--- src/rtl/core/olpd_pkg.sv ---
// Package for the ordered list block: request codes, status codes and sequencer states.
// Has no dependencies; every other file of the block imports it.
package olpd_pkg;

  localparam int unsigned ReqTypeW  = 3;
  localparam int unsigned StatusW   = 2;
  localparam int unsigned PositionW = 5;
  localparam int unsigned CountW    = 5;
  localparam int unsigned ValueW    = 32;

  typedef enum logic [ReqTypeW-1:0] {
    REQ_APPEND      = 3'd0,
    REQ_REMOVE_HEAD = 3'd1,
    REQ_REMOVE_TAIL = 3'd2,
    REQ_REMOVE_POS  = 3'd3,
    REQ_REMOVE_MID  = 3'd4
  } olpd_req_e;

  typedef enum logic [StatusW-1:0] {
    STAT_DONE  = 2'd0,
    STAT_EMPTY = 2'd1,
    STAT_FULL  = 2'd2,
    STAT_RANGE = 2'd3
  } olpd_status_e;

  typedef enum logic [1:0] {
    S_IDLE,
    S_CAPT,
    S_SHIFT,
    S_DONE
  } olpd_state_e;

endpackage

--- src/rtl/core/olpd_if.sv ---
// Valid/ready channel interfaces for the request and the result beats.
// Depends on olpd_pkg for the field widths.
interface olpd_req_if;
  import olpd_pkg::*;
  logic                        valid;
  logic                        ready;
  logic [ReqTypeW-1:0]         req_type;
  logic signed [ValueW-1:0]    item_value;
  logic [PositionW-1:0]        position;

  modport source (output valid, req_type, item_value, position, input ready);
  modport sink   (input valid, req_type, item_value, position, output ready);
endinterface

interface olpd_rsp_if;
  import olpd_pkg::*;
  logic                        valid;
  logic                        ready;
  logic [StatusW-1:0]          status;
  logic [CountW-1:0]           count_after;
  logic signed [ValueW-1:0]    removed_value;

  modport source (output valid, status, count_after, removed_value, input ready);
  modport sink   (input valid, status, count_after, removed_value, output ready);
endinterface

--- src/rtl/core/olpd_store.sv ---
// Entry store: one write port and one read port with registered read data.
// Depends on olpd_pkg for the value width.
module olpd_store import olpd_pkg::*; #(
  parameter int unsigned DEPTH = 16,
  parameter int unsigned AW    = 4
) (
  input  logic              clk_i,
  input  logic              we_i,
  input  logic [AW-1:0]     waddr_i,
  input  logic [ValueW-1:0] wdata_i,
  input  logic [AW-1:0]     raddr_i,
  output logic [ValueW-1:0] rdata_o
);

  logic [ValueW-1:0] mem_q [DEPTH];
  logic [ValueW-1:0] rdata_q;

  always_ff @(posedge clk_i) begin
    if (we_i) begin
      mem_q[waddr_i] <= wdata_i;
    end
    rdata_q <= mem_q[raddr_i];
  end

  assign rdata_o = rdata_q;

endmodule

--- src/rtl/core/ordered_list_with_positional_delete_core.sv ---
// Ordered list with positional delete: top level with the sequencer and the result register.
// Depends on olpd_pkg, the olpd_req_if / olpd_rsp_if interfaces and olpd_store.
//
// Usage. Requests arrive as beats on req_i and each one yields exactly one result
// beat on rsp_o. Both channels move a beat on a rising edge where valid and ready
// are high. The list keeps up to DEPTH signed values in insertion order, index 0
// being the head, in a single-port-read, single-port-write store.
//
// Timing. An append, and every request that turns out to be a no-op, is settled
// in the cycle it is accepted; its result then passes from the S_DONE state into
// the output register, from which it is offered on rsp_o. A removal at index k of
// a list holding n entries reads the victim, then walks the entries behind it one
// place towards the head, one entry per cycle through the shared read and write
// ports of the store, and its result then passes through S_DONE in the same way.
// req_i.ready is high only while the sequencer is idle, so a new request is taken
// only after the previous result has left the sequencer; for a removal the
// compaction walk sets how soon that is.
//
// Reset clears the entry count and the sequencer; the stored values are not
// cleared, since no entry at or beyond the count is ever used. When the receiver
// stalls, the finished result waits in the output register and the block still
// takes the next request; a second result waits in the sequencer until the
// output register frees up.
module ordered_list_with_positional_delete_core import olpd_pkg::*; #(
  parameter int unsigned DEPTH = 16
) (
  input  logic          clk_i,
  input  logic          rst_ni,
  olpd_req_if.sink      req_i,
  olpd_rsp_if.source    rsp_o
);

  // Index width, count width, and a width wide enough for both the count and a position.
  localparam int unsigned AW = (DEPTH > 1) ? $clog2(DEPTH) : 1;
  localparam int unsigned CW = $clog2(DEPTH + 1);
  localparam int unsigned XW = (CW > PositionW) ? CW : PositionW;

  olpd_state_e            state_q, state_d;
  logic [CW-1:0]          count_q, count_d;
  logic [AW-1:0]          ptr_q, ptr_d;
  logic [StatusW-1:0]     res_status_q, res_status_d;
  logic [ValueW-1:0]      res_removed_q, res_removed_d;

  logic                   out_valid_q, out_valid_d;
  logic [StatusW-1:0]     out_status_q;
  logic [CountW-1:0]      out_count_q;
  logic [ValueW-1:0]      out_removed_q;
  logic                   out_load;

  logic                   st_we;
  logic [AW-1:0]          st_waddr;
  logic [ValueW-1:0]      st_wdata;
  logic [AW-1:0]          st_raddr;
  logic [ValueW-1:0]      st_rdata;

  logic [XW-1:0]          cnt_x;
  logic [XW-1:0]          pos_x;
  logic [XW-1:0]          pos_m1;
  logic [CW-1:0]          cnt_m1;
  logic [CW-1:0]          cnt_half;
  logic [AW-1:0]          ptr_p1;
  logic [CW-1:0]          ptr_c;

  olpd_store #(
    .DEPTH (DEPTH),
    .AW    (AW)
  ) u_store (
    .clk_i   (clk_i),
    .we_i    (st_we),
    .waddr_i (st_waddr),
    .wdata_i (st_wdata),
    .raddr_i (st_raddr),
    .rdata_o (st_rdata)
  );

  // Helper values for the index arithmetic.
  assign cnt_x    = XW'(count_q);
  assign pos_x    = XW'(req_i.position);
  assign pos_m1   = pos_x - XW'(1);
  assign cnt_m1   = count_q - CW'(1);
  assign cnt_half = count_q >> 1;
  assign ptr_p1   = ptr_q + AW'(1);
  assign ptr_c    = CW'(ptr_q);

  // The sequencer. The victim is read first; after that each cycle writes the
  // entry behind the gap one place forward while the next one is being read.
  always_comb begin
    state_d       = state_q;
    count_d       = count_q;
    ptr_d         = ptr_q;
    res_status_d  = res_status_q;
    res_removed_d = res_removed_q;
    st_we         = 1'b0;
    st_waddr      = ptr_q;
    st_wdata      = st_rdata;
    st_raddr      = ptr_q;
    req_i.ready   = 1'b0;
    out_load      = 1'b0;

    unique case (state_q)
      S_IDLE: begin
        req_i.ready = 1'b1;
        if (req_i.valid) begin
          res_status_d  = STAT_DONE;
          res_removed_d = '0;
          state_d       = S_DONE;
          unique case (req_i.req_type)
            REQ_APPEND: begin
              if (count_q >= CW'(DEPTH)) begin
                res_status_d = STAT_FULL;
              end else begin
                st_we    = 1'b1;
                st_waddr = count_q[AW-1:0];
                st_wdata = req_i.item_value;
                count_d  = count_q + CW'(1);
              end
            end
            REQ_REMOVE_HEAD, REQ_REMOVE_TAIL, REQ_REMOVE_POS, REQ_REMOVE_MID: begin
              if (count_q == '0) begin
                res_status_d = STAT_EMPTY;
              end else if (req_i.req_type == REQ_REMOVE_POS &&
                           (pos_x == '0 || pos_x > cnt_x)) begin
                res_status_d = STAT_RANGE;
              end else begin
                state_d = S_CAPT;
                unique case (req_i.req_type)
                  REQ_REMOVE_HEAD: ptr_d = '0;
                  REQ_REMOVE_TAIL: ptr_d = cnt_m1[AW-1:0];
                  REQ_REMOVE_POS:  ptr_d = pos_m1[AW-1:0];
                  default:         ptr_d = cnt_half[AW-1:0];
                endcase
                st_raddr = ptr_d;
              end
            end
            default: begin
              // Unknown request codes leave the list alone and report done.
            end
          endcase
        end
      end

      S_CAPT: begin
        res_removed_d = st_rdata;
        if (ptr_c + CW'(1) < count_q) begin
          st_raddr = ptr_p1;
          state_d  = S_SHIFT;
        end else begin
          count_d = cnt_m1;
          state_d = S_DONE;
        end
      end

      S_SHIFT: begin
        st_we    = 1'b1;
        st_waddr = ptr_q;
        st_wdata = st_rdata;
        ptr_d    = ptr_p1;
        if (ptr_c + CW'(2) < count_q) begin
          st_raddr = ptr_q + AW'(2);
        end else begin
          count_d = cnt_m1;
          state_d = S_DONE;
        end
      end

      S_DONE: begin
        if (!out_valid_q || rsp_o.ready) begin
          out_load = 1'b1;
          state_d  = S_IDLE;
        end
      end

      default: state_d = S_IDLE;
    endcase
  end

  always_comb begin
    out_valid_d = out_valid_q;
    if (out_load) begin
      out_valid_d = 1'b1;
    end else if (rsp_o.ready) begin
      out_valid_d = 1'b0;
    end
  end

  always_ff @(posedge clk_i or negedge rst_ni) begin
    if (!rst_ni) begin
      state_q     <= S_IDLE;
      count_q     <= '0;
      out_valid_q <= 1'b0;
    end else begin
      state_q     <= state_d;
      count_q     <= count_d;
      out_valid_q <= out_valid_d;
    end
  end

  always_ff @(posedge clk_i) begin
    ptr_q         <= ptr_d;
    res_status_q  <= res_status_d;
    res_removed_q <= res_removed_d;
    if (out_load) begin
      out_status_q  <= res_status_q;
      out_count_q   <= cnt_x[CountW-1:0];
      out_removed_q <= res_removed_q;
    end
  end

  assign rsp_o.valid         = out_valid_q;
  assign rsp_o.status        = out_status_q;
  assign rsp_o.count_after   = out_count_q;
  assign rsp_o.removed_value = out_removed_q;

endmodule

--- src/flat_wrapper.sv ---
// flat-port wrapper written by rule: the top's interface ports become plain ports
module ordered_list_with_positional_delete_core_flat import olpd_pkg::*;
#(
  parameter int unsigned DEPTH = 16
)
  (clk_i, rst_ni, req_i_valid, req_i_req_type, req_i_item_value, req_i_position, req_i_ready, rsp_o_valid, rsp_o_status, rsp_o_count_after, rsp_o_removed_value, rsp_o_ready);
  olpd_req_if req_i_i ();
  olpd_rsp_if rsp_o_i ();
  input  logic clk_i;
  input  logic rst_ni;
  input wire logic [$bits(req_i_i.valid)-1:0] req_i_valid;
  input wire logic [$bits(req_i_i.req_type)-1:0] req_i_req_type;
  input wire logic [$bits(req_i_i.item_value)-1:0] req_i_item_value;
  input wire logic [$bits(req_i_i.position)-1:0] req_i_position;
  output wire logic [$bits(req_i_i.ready)-1:0] req_i_ready;
  output wire logic [$bits(rsp_o_i.valid)-1:0] rsp_o_valid;
  output wire logic [$bits(rsp_o_i.status)-1:0] rsp_o_status;
  output wire logic [$bits(rsp_o_i.count_after)-1:0] rsp_o_count_after;
  output wire logic [$bits(rsp_o_i.removed_value)-1:0] rsp_o_removed_value;
  input wire logic [$bits(rsp_o_i.ready)-1:0] rsp_o_ready;
  assign req_i_i.valid = req_i_valid;
  assign req_i_i.req_type = req_i_req_type;
  assign req_i_i.item_value = req_i_item_value;
  assign req_i_i.position = req_i_position;
  assign req_i_ready = req_i_i.ready;
  assign rsp_o_valid = rsp_o_i.valid;
  assign rsp_o_status = rsp_o_i.status;
  assign rsp_o_count_after = rsp_o_i.count_after;
  assign rsp_o_removed_value = rsp_o_i.removed_value;
  assign rsp_o_i.ready = rsp_o_ready;
  ordered_list_with_positional_delete_core #(.DEPTH(DEPTH)) u_core (.clk_i(clk_i), .rst_ni(rst_ni), .req_i(req_i_i), .rsp_o(rsp_o_i));
endmodule
--- config.mk ---
export PLATFORM = sky130hd
export DESIGN_NAME = ordered_list_with_positional_delete_core_flat
export DESIGN_NICKNAME = d
export VERILOG_FILES = /design/src/rtl/core/olpd_pkg.sv /design/src/rtl/core/olpd_if.sv /design/src/rtl/core/olpd_store.sv /design/src/rtl/core/ordered_list_with_positional_delete_core.sv /design/src/flat_wrapper.sv
export SDC_FILE = /design/constraint.sdc
export NUM_CORES = 1
export LEC_CHECK = 0
export BUFFER_PORTS_ARGS = -buffer_cell sky130_fd_sc_hd__buf_2
export CORE_AREA = 2 2 206 208
export CTS_BUF_LIST = sky130_fd_sc_hd__clkbuf_4
export DETAILED_ROUTE_END_ITERATION = 10
export DIE_AREA = 0 0 208 210
export GPL_TIMING_DRIVEN = 0
export HOLD_SLACK_MARGIN = 0.15
export PLACE_DENSITY = 0.76
export SLEW_MARGIN = 20
export SYNTH_ARGS = -nofsm -noshare
export SYNTH_HDL_FRONTEND = slang
export SYNTH_SLANG_ARGS = --single-unit
--- constraint.sdc ---
create_clock -name clk_i -period 4.9 [get_ports clk_i]
set_input_delay 0.98 -clock clk_i [delete_from_list [all_inputs] [get_ports clk_i]]
set_output_delay 0.98 -clock clk_i [all_outputs]
set_load 0.02 [all_outputs]
Word level (Yosys, flattened, before mapping)

Memories as Yosys holds them, arrays and structs flattened. A register that Yosys moved wholly into a read port is not among the register bits.
Index checks and enable logic that the tools add are counted.

Flip-flop bits (word level): 85
RAM bits: 512
Output and inout bits: 41
Memories kept: 1

Memory list:

| name                 | depth | bits a word | rd ports | clocked after memory_dff | wr ports | RTL line         | source |
|---|---|---|---|---|---|---|---|
| u_core.u_store.mem_q | 16    | 32          | 1        | 1                        | 1        | olpd_store.sv:15 | `logic [ValueW-1:0] mem_q [DEPTH];` |

Add/sub/neg operators: 7
Order comparisons: 4
Equal/unequal tests: 13
Muxes and demuxes: 48
Reduce and logical (&&, ||, !) cells: 17

Operators with widths:

| kind                  | count |
|---|---|
| $mux W32              | 5 |
| $pmux W32 S2          | 1 |
| $mux W4               | 10 |
| $mux W5               | 5 |
| $pmux W4 S3           | 2 |
| $mux W2               | 9 |
| $pmux W5 S3           | 1 |
| $mux W1               | 11 |
| $logic_not A5 Y1      | 2 |
| $lt A5 B5 Y1          | 2 |
| $ne A2 B2 Y1 const B  | 5 |
| $pmux W2 S4           | 1 |
| $pmux W4 S2           | 1 |
| $eq A3 B2 Y1 const B  | 2 |
| $reduce_and A6 Y1     | 1 |
| $reduce_bool A2 Y1    | 3 |
| $add A4 B1 Y5 const B | 1 |
| $add A4 B2 Y5 const B | 1 |
| $add A5 B1 Y5 const B | 1 |
| $ge A5 B5 Y1 const B  | 1 |
| $gt A5 B5 Y1          | 1 |
| $sub A5 B1 Y5 const B | 1 |
| $add A4 B1 Y4 const B | 1 |
| $add A4 B2 Y4 const B | 1 |
| 17 further kinds      | 20 |

Depth between registers and ports, before layout

Gate-level depths: netlist of the first run.

Depth after elaboration: 8
Mapped depth: 15
Gate-level depth less buffers: 14

Cells and area by module

From an unflattened synthesis of the first run, not the netlist that was laid out.

Cell total of the unflattened synthesis: 1176
Area total of the unflattened synthesis: 24265.8 um^2

Modules (own cells, without submodules):

| module                                   | times used | cells each | area each (um^2) | sequential area each (um^2) |
|---|---|---|---|---|
| olpd_store                               | 1          | 838        | 19835.3          | 16015.4 |
| ordered_list_with_positional_delete_core | 1          | 338        | 4430.5           | 2512.4 |

Worst setup path before layout of the first run

OpenSTA, ideal clock, no wires.

Path kind: input-to-reg
Start: in req_i_req_type[2]
End: mem u_core.u_store.mem_q[13][0] (enable)
Library setup time: 0.421 ns
Data arrival time: 3.283 ns
Path slack: 1.196 ns
Stages: 6
Cells stage by stage: buf_2 > nor2_1 > nand3_1 > clkbuf_1 > a41oi_1 > nor2_1

Word-level cells in the longest chain between the ends: 6

Ends and longest elaborated chain:

| item                          | RTL line                                        | source |
|---|---|---|
| from (decl)                   | flat_wrapper.sv:12                              | `input wire logic [$bits(req_i_i.req_type)-1:0] req_i_req_type;` |
| $logic_not A3 Y1 *            | ordered_list_with_positional_delete_core.sv:107 | `unique case (req_i.req_type)` |
| $mux W1                       | ordered_list_with_positional_delete_core.sv:107 |  |
| $mux W1                       | ordered_list_with_positional_delete_core.sv:103 | `if (req_i.valid) begin` |
| $pmux W1 S2                   | ordered_list_with_positional_delete_core.sv:100 | `unique case (state_q)` |
| $mux W1                       | olpd_store.sv:19                                | `if (we_i) begin` |
| $mux W1 (implied by the code) | olpd_store.sv:20                                | `mem_q[waddr_i] <= wdata_i;` |
| to (decl)                     | olpd_store.sv:15                                |  |

Every way passes the cells marked *; elsewhere a longest branch is shown, timed or not.

Worst setup path in the final report of the first run

Start: reg u_core.count_q[3], in the netlist u_core.cnt_x[3]
End: reg u_core.u_store.rdata_q[7], in the netlist u_core.u_store.rdata_o[7] (read register of u_core.u_store.mem_q)

Word-level cells in the longest chain between the ends: 8

Ends and longest elaborated chain:

| item                                                  | RTL line                                        | source |
|---|---|---|
| from (decl)                                           | ordered_list_with_positional_delete_core.sv:39  | `logic [CW-1:0] count_q, count_d;` |
| from (signal assigned)                                | ordered_list_with_positional_delete_core.sv:193 | `count_q <= count_d;` |
| branches (longest 7 deep; another with $sub A5 B1 Y5) | --                                              |  |
| $pmux W4 S3 *                                         | ordered_list_with_positional_delete_core.sv:100 |  |
| to (decl)                                             | olpd_store.sv:16                                | `logic [ValueW-1:0] rdata_q;` |

Every way passes the cells marked *.
A chain may end at the register's enable or synchronous reset.

==> summary.md, run 1 <==
| Metric | Value |
|---|---|
| Die Height | 210 µm |
| TritonRoute pass-1 iters | 6 |
| GP Congestion | 0.8670 |
| CTS tree | done |
| Post-route ant nets | 0 |
| Flops & latches, synth | 629 |
| Clock Latency Late Sink | 0.89 ns |
| Gr usage total | around 26% |
| Worst slew pin tran | 1.122 ns |
| DRT iter0 DRCs | 1647 |
| Top cell type's share of synthesized area | 71.67% |
| Minimum clock period | 4.455 ns |
| Setup_tns | 0 ns |
| Final setup margin | 0.4451 ns |
| Area contributors post-synth | edfxtp_1, mux4_2, dfxtp_1, a22oi_1, mux2_2 |
| Worst EP arrival | approximately 5.2 ns |
| Vias in the first global route | between 10000 and 15000 |
| Worst R2R Path Depth | 13 |
| Max-slew violations | 0 |
| First-pass GRT wire length | 81520 µm |
| GRT overflow | 0 |
| Worst Hold Path EP | u_core.rsp_o.removed_value[17]$_DFFE_PP_ |
| Crit share post-route | 90.92% |
| # fillers | 2558 |
| Setup Crit Path Kind | reg2reg |
| Initial antenna violation count | 2 |
| R2R Path Start | u_core.cnt_x[3]$_DFFE_PN0P_ |
| Rows | 75 |
| Routed wire length | 54410 µm |
| Synth Flop Type | edfxtp_1 |
| Yosys cell types | 73 |
| Drt drc | 0 |
| Num ports | 85 |
| CP Capture Type | flop |
| Reg clk slew, reported paths | 0.06 ns |
| Via count | 12930 |
| Most frequent cells in the layout | edfxtp_1, clkbuf_4, mux4_2 |
| Synthesis-to-finish area growth | 15.80% |
| Number of flops mapped to enable cells by yosys | 589 |
| Startpoint types | flop |
| VDD IR-drop max | 0.0004316 V |
| Port bufs | 84 |
| Sequential cell area fraction in the yosys report | 75.07% |
| H-tree lvl count | 4 |
| Crit-path max FO | 10 |
| WL/cell | between 20 and 30 µm |
| Clock sinks | between 600 and 700 |
| Fmax | 224.5 MHz |
| Initial Util | 59.50% |
| DR vias/cell | between 6 and 7 |
| Endpoints failing setup | 0 |
| Final Hold Fails | 0 |
| Cell area after synthesis | 24680 µm² |
| R2r endpoint | u_core.u_store.rdata_o[7]$_DFF_P_ |
| Worst R2R Setup Slack | 0.45 ns |
| Synthesis warning total | 0 |
| Worst min path class | reg2reg |
| Maximum root-to-sink buffer count | 3 |
| Cell area power density | 754.4 nW/µm² |
| Status | completed |
| Fin nets | 1535 |
| Place WS | 0.3000 ns |
| Synth area leader | edfxtp_1 |
| Die area | 43680 µm² |
| Final Skew | 0.08096 ns |
| CTS buffer count | 153 |
| Syn Nets | 1270 |
| Post-Syn Area per Cell | 20.52 µm² |
| Syn Inst Count | 1203 |
| Leading cell type in the layout, fill and taps excluded | edfxtp_1 |
| Post-CTS Repair Setup Buffers | 0 |
| Min-delay src | u_core.res_removed_q[17]$_SDFFCE_PN0P_ |
| Required @ worst endpoint | 5.62 ns |
| Largest net degree at the start of global routing | 40 |
| RSZ-0062 raised after global routing | no |
| Core area | roughly 41000 µm² |
| Layout cells sized above 1 | 36.15% |
| Asr flop ratio synth | 1.272% |
| Max cap viols | 0 |
| WHS Path Cells | 0 |
| Chip width | about 210 µm |
| Max-slew headroom | 24.87% |
| Cell leakage power | approximately 9.8 nW |
| Clock root buffer | clkbuf_4 |
| Hpwl dp | around 34000 µm |
[critical path, cell delays in order, from the launching register on]
cell and delay (ns):
dfrtp_1 0.56, inv_1 0.31, ha_1 0.37, a21o_1 0.17
a21oi_2 0.14, a32oi_2 0.08, o21bai_2 0.37, nand4_1 0.22
o2111ai_1 0.17, buf_2 0.38, clkbuf_1 0.75, mux4_1 0.44
a22oi_1 0.25, nand2_1 0.11
[per-layer routing]
layer	GRT usage [%]	vias to the layer above	share of wire, %
met4	8.608	0	1.9
met5	0	-	0
met1	35.23	6586	40
met2	41.59	653	50
li1	-	5602	-
met3	5.602	90	8.1
[through the flow]
stage	util [%]	hold slack, ns	power, mW	std cells	instance area, µm²
2_1_floorplan	-	0.4003	14.46	1203	24680
3_3_place_gp	62.14	0.4007	16.88	1826	25770
3_5_place_dp	64.03	0.4075	17.33	1851	26560
4_1_cts	68.90	0.3776	21.72	2124	28580
5_1_grt	68.90	0.4038	22.61	2125	28580
6_report	68.90	0.4051	21.56	2125	28580
[cell type report]
| class | count | area, µm² | area share, % |
|---|---|---|---|
| diodes | 1 | 2.502 | 0.008756 |
| inverters | 20 | 75.07 | 0.2627 |
| repair buffers | 110 | 1079 | 3.774 |
| plain buffers | 57 | 436.7 | 1.528 |
| flip-flops and latches | 629 | 18530 | 64.83 |
| multi-input cells | 497 | 5774 | 20.20 |
| well taps | 539 | 674.4 | 2.360 |
| clock buffers | 231 | 1734 | 6.068 |
| clock inverters | 41 | 275.3 | 0.9632 |
[synth_stat cells, types with 3 or more instances]
cell type and instances:
buf_12 9, o21ai_0 10, mux2i_1 3, a22oi_1 67, nand3_1 6, edfxtp_1 589
mux4_2 115, a31oi_1 10, and2_1 34, clkbuf_1 27, mux4_1 13, nor3_1 14
ha_1 23, buf_2 10, a21oi_1 13, a21o_1 4, dfrtp_1 8, mux2_2 33
buf_6 4, inv_1 20, nand2_1 44, dfxtp_1 32, xor2_1 6, nor2_1 40
xnor2_1 9
[report_power, final]
group	switching, mW	internal (mW)
logic	5.38	4.12
registers	0.257	7.45
clock network	2.03	2.32
total	7.67	13.9
[flip-flops by register name, indices dropped and copies added, names as in the netlist]
signal	count
u_core.rsp_o.valid	1
u_core.u_store.mem_q	512
u_core.state_q	2
u_core.u_store.rdata_o	32
u_core.res_status_q	2
u_core.rsp_o.removed_value	32
u_core.res_removed_q	32
u_core.ptr_q	4
u_core.rsp_o.count_after	5
u_core.rsp_o.status	2
u_core.cnt_x	5
[what timing repair did]
action / 4_1_cts / 5_1_grt
setup endpoints to repair: 0 / 0
hold buffers: 1 / 0
hold endpoints to repair: 8 / 0
gates resized for setup: 0 / 0
[how the worst max path moves through the flow]
stage	start	endpoint	slack, ns	cells after the start
floorplan	req_i_req_type[2]	u_core.u_store.mem_q[13][0]$_DFFE_PP_	1.20	6
global placement	u_core.state_q[1]$_DFFE_PN0P_	u_core.res_removed_q[14]$_SDFFCE_PN0P_	-1.50	4
detailed placement	req_i_position[3]	u_core.u_store.rdata_o[28]$_DFF_P_	0.30	13
CTS	u_core.ptr_q[1]$_DFFE_PP_	u_core.u_store.rdata_o[28]$_DFF_P_	0.44	14
global route	u_core.ptr_q[3]$_DFFE_PP_	u_core.u_store.rdata_o[12]$_DFF_P_	0.16	14
finish	u_core.cnt_x[3]$_DFFE_PN0P_	u_core.u_store.rdata_o[7]$_DFF_P_	0.45	13
[logic make-up after synthesis]
logic type	synth area share [%]
flip-flops	75.07
multiplexers	13.51
AND/OR/NAND/NOR	3.311
AO/OA/AOI/OAI	4.228
buffers and inverters	2.074
adder cells (fa/ha/maj)	1.166
XOR/XNOR	0.6439
Note: power is estimated with default switching activity, not from simulation.
==> run 2: changes to the inputs <==
==> constraint.sdc (replaced) <==
create_clock -name clk_i -period 4.52 [get_ports clk_i]
set_input_delay 0.904 -clock clk_i [delete_from_list [all_inputs] [get_ports clk_i]]
set_output_delay 0.904 -clock clk_i [all_outputs]
set_load 0.005 [all_outputs]
==> run 2 against run 1 <==
Compared with the run above: hold slack got worse by 0.045 ns; first-iteration DRC count is 3.4% lower; setup slack lost 0.29 ns; count of clock-buffer cells in the layout unchanged; combinational power grew 7%; critical path depth unchanged; core utilization about the same; die area unchanged; power grew 7.9%; sequential cell count unchanged; cell area about the same; non-clock buffer count unchanged; critical endpoint is now u_core.u_store.rdata_o[17]$_DFF_P_; largest power group unchanged; highest routed layer unchanged.
==> summary.md, run 2 (same netlist as run 1, synthesis figures left out) <==
| Metric | Value |
|---|---|
| Leading cell type in the layout, fill and taps excluded | edfxtp_1 |
| Layout cells sized above 1 | 36.72% (+0.57 points) |
| H-tree lvl count | 4 (unchanged) |
| Synthesis-to-finish area growth | 15.84% (about the same) |
| Minimum clock period | 4.366 ns (-0.08895 ns) |
| Max-slew headroom | 24.73% (-0.14 points) |
| Rows | 75 (unchanged) |
| CTS tree | done |
| CTS buffer count | 153 (unchanged) |
| GRT overflow | 0 (unchanged) |
| Die area | 43680 µm² (unchanged) |
| Largest net degree at the start of global routing | 40 (unchanged) |
| Clock Latency Late Sink | 0.89 ns (about the same) |
| Core area | 41480 µm² (unchanged) |
| Fin nets | 1535 (unchanged) |
| Clock sinks | 629 (unchanged) |
| Endpoints failing setup | 0 (unchanged) |
| Final Hold Fails | 0 (unchanged) |
| Power, Total | 23.27 mW (+7.9%) |
| Clock root buffer | clkbuf_4 |
| VDD IR-drop max | 0.0004666 V (+8.1%) |
| Initial antenna violation count | 2 (unchanged) |
| Hpwl dp | 33660 µm (unchanged) |
| Most flops, register | u_core.u_store.mem_q |
| Cell leakage power | 9.807 nW (+0.29%) |
| Cell area power density | 813.9 nW/µm² (+7.9%) |
| Fmax | 229.0 MHz (+2.0%) |
| Post-route ant nets | 0 (unchanged) |
| Min-delay src | rsp_o_ready |
| GP Congestion | 0.8670 (unchanged) |
| RSZ-0062 raised after global routing | yes |
| Setup Crit Path Kind | reg2reg |
| Crit share post-route | 96.59% (+5.7 points) |
| Status | completed |
| First-pass GRT wire length | 81520 µm (unchanged) |
| Max cap viols | 0 (unchanged) |
| Routed wire length | 54350 µm (-0.11%) |
| Final Skew | 0.07345 ns (-0.007513 ns) |
| Worst slew pin tran | 1.129 ns (+0.007297 ns) |
| Setup crit start | u_core.cnt_x[3]$_DFFE_PN0P_ |
| Worst EP arrival | 5.07 ns (-0.11 ns) |
| Setup_tns | 0 ns (unchanged) |
| Num ports | 85 (unchanged) |
| Most frequent cells in the layout | edfxtp_1, clkbuf_4, mux4_2 |
| Chip width | 208 µm (unchanged) |
| Max-slew violations | 0 (unchanged) |
| Vias in the first global route | 13520 (unchanged) |
| TritonRoute pass-1 iters | 5 (-1) |
| DRT iter0 DRCs | 1591 (-3.4%) |
| CP Capture Type | flop |
| Core Util, Final | 68.93% (about the same) |
| Startpoint types | flop |
| Post-CTS Repair Setup Buffers | 0 (unchanged) |
| Initial Util | 59.50% (unchanged) |
| Max FFs per register | 512 (unchanged) |
| R2R Path Start | u_core.cnt_x[3]$_DFFE_PN0P_ |
| Worst min path class | in2reg |
| Via count | 12940 (+0.062%) |
| Drt drc | 0 (unchanged) |
| DR vias/cell | 6.089 (about the same) |
| Crit-path max FO | 10 (unchanged) |
| WL/cell | 25.58 µm (-0.11%) |
| Gr usage total | 25.63% (unchanged) |
| Die Height | 210 µm (unchanged) |
| Reg clk slew, reported paths | 0.06 ns (about the same) |
| # fillers | 2558 (unchanged) |
| Required @ worst endpoint | 5.22 ns (-0.40 ns) |
| Maximum root-to-sink buffer count | 3 (unchanged) |
| Port bufs | 84 (unchanged) |
-- run 2: changes by cell type in the layout (fill, tap and decap cells not counted) --
cell      before  now
clkbuf_1      27   18
clkbuf_2       0    9
-- run 2: cell type report --
cell class | instances | area (µm²) | area share (%)
Sequential cell | 629 | 18530 | 64.81
Tap cell | 539 | 674.4 | 2.359
Clock buffer | 231 | 1734 | 6.066
Inverter | 20 | 75.07 | 0.2626
Timing Repair Buffer | 110 | 1079 | 3.772
Multi-Input combinational cell | 497 | 5774 | 20.20
Buffer | 57 | 447.9 | 1.567
Antenna cell | 1 | 2.502 | 0.008753
Clock inverter | 41 | 275.3 | 0.9628
-- run 2: repair_timing --
action                                  CTS  global route
endpoints found under the setup margin    0            27
hold endpoints to repair                  8             0
resized for setup                         0            21
hold buffers                              1             0
-- run 2: critical path, cell delays in order (launching register included) --
cell	delay, ns
dfrtp_1	0.57
inv_1	0.32
ha_1	0.37
a21o_1	0.17
a21oi_2	0.14
a32oi_2	0.08
o21bai_2	0.36
nand4_1	0.21
o2111ai_1	0.17
buf_2	0.39
clkbuf_1	0.66
mux4_2	0.43
a22oi_1	0.26
nand2_1	0.09
-- run 2: per-layer routing --
metal	share of wire [%]	vias to the layer above	global-route usage [%]
met4	2.0	0	8.608
li1	-	5603	-
met3	8.1	96	5.602
met5	0	-	0
met2	50	692	41.59
met1	40	6548	35.23
-- run 2: report_power, final --
group,total (mW),internal [mW],switching (mW)
Clock,4.72,2.52,2.20
Sequential,8.36,8.08,0.279
Combinational,10.2,4.47,5.72
Total,23.3,15.1,8.20
-- run 2: worst paths after layout --
check                                                           to  depth (start not counted)  slack (ns)
max                             u_core.u_store.rdata_o[17]$_DFF_P_                         13        0.15
min                                 u_core.rsp_o.valid$_DFFE_PN0P_                          3        0.36
max reg2reg                     u_core.u_store.rdata_o[17]$_DFF_P_                         13        0.15
min reg2reg                u_core.rsp_o.removed_value[4]$_DFFE_PP_                          0        0.41
max in group asynchronous              u_core.cnt_x[1]$_DFFE_PN0P_                          2        3.89
min in group asynchronous              u_core.cnt_x[4]$_DFFE_PN0P_                          2        0.40
-- run 2: per-stage QoR --
stage / std cells / hold slack, ns / cell area, µm² / setup WS, ns
floorplan: 1203 / 0.4003 / 24680 / 0.8920
global placement: 1826 / 0.4007 / 25770 / -1.884
detailed placement: 1851 / 0.4075 / 26560 / -0.003953
CTS: 2124 / 0.3016 / 28580 / 0.06140
global route: 2125 / 0.3576 / 28590 / 0.001323
finish: 2125 / 0.3598 / 28590 / 0.1541
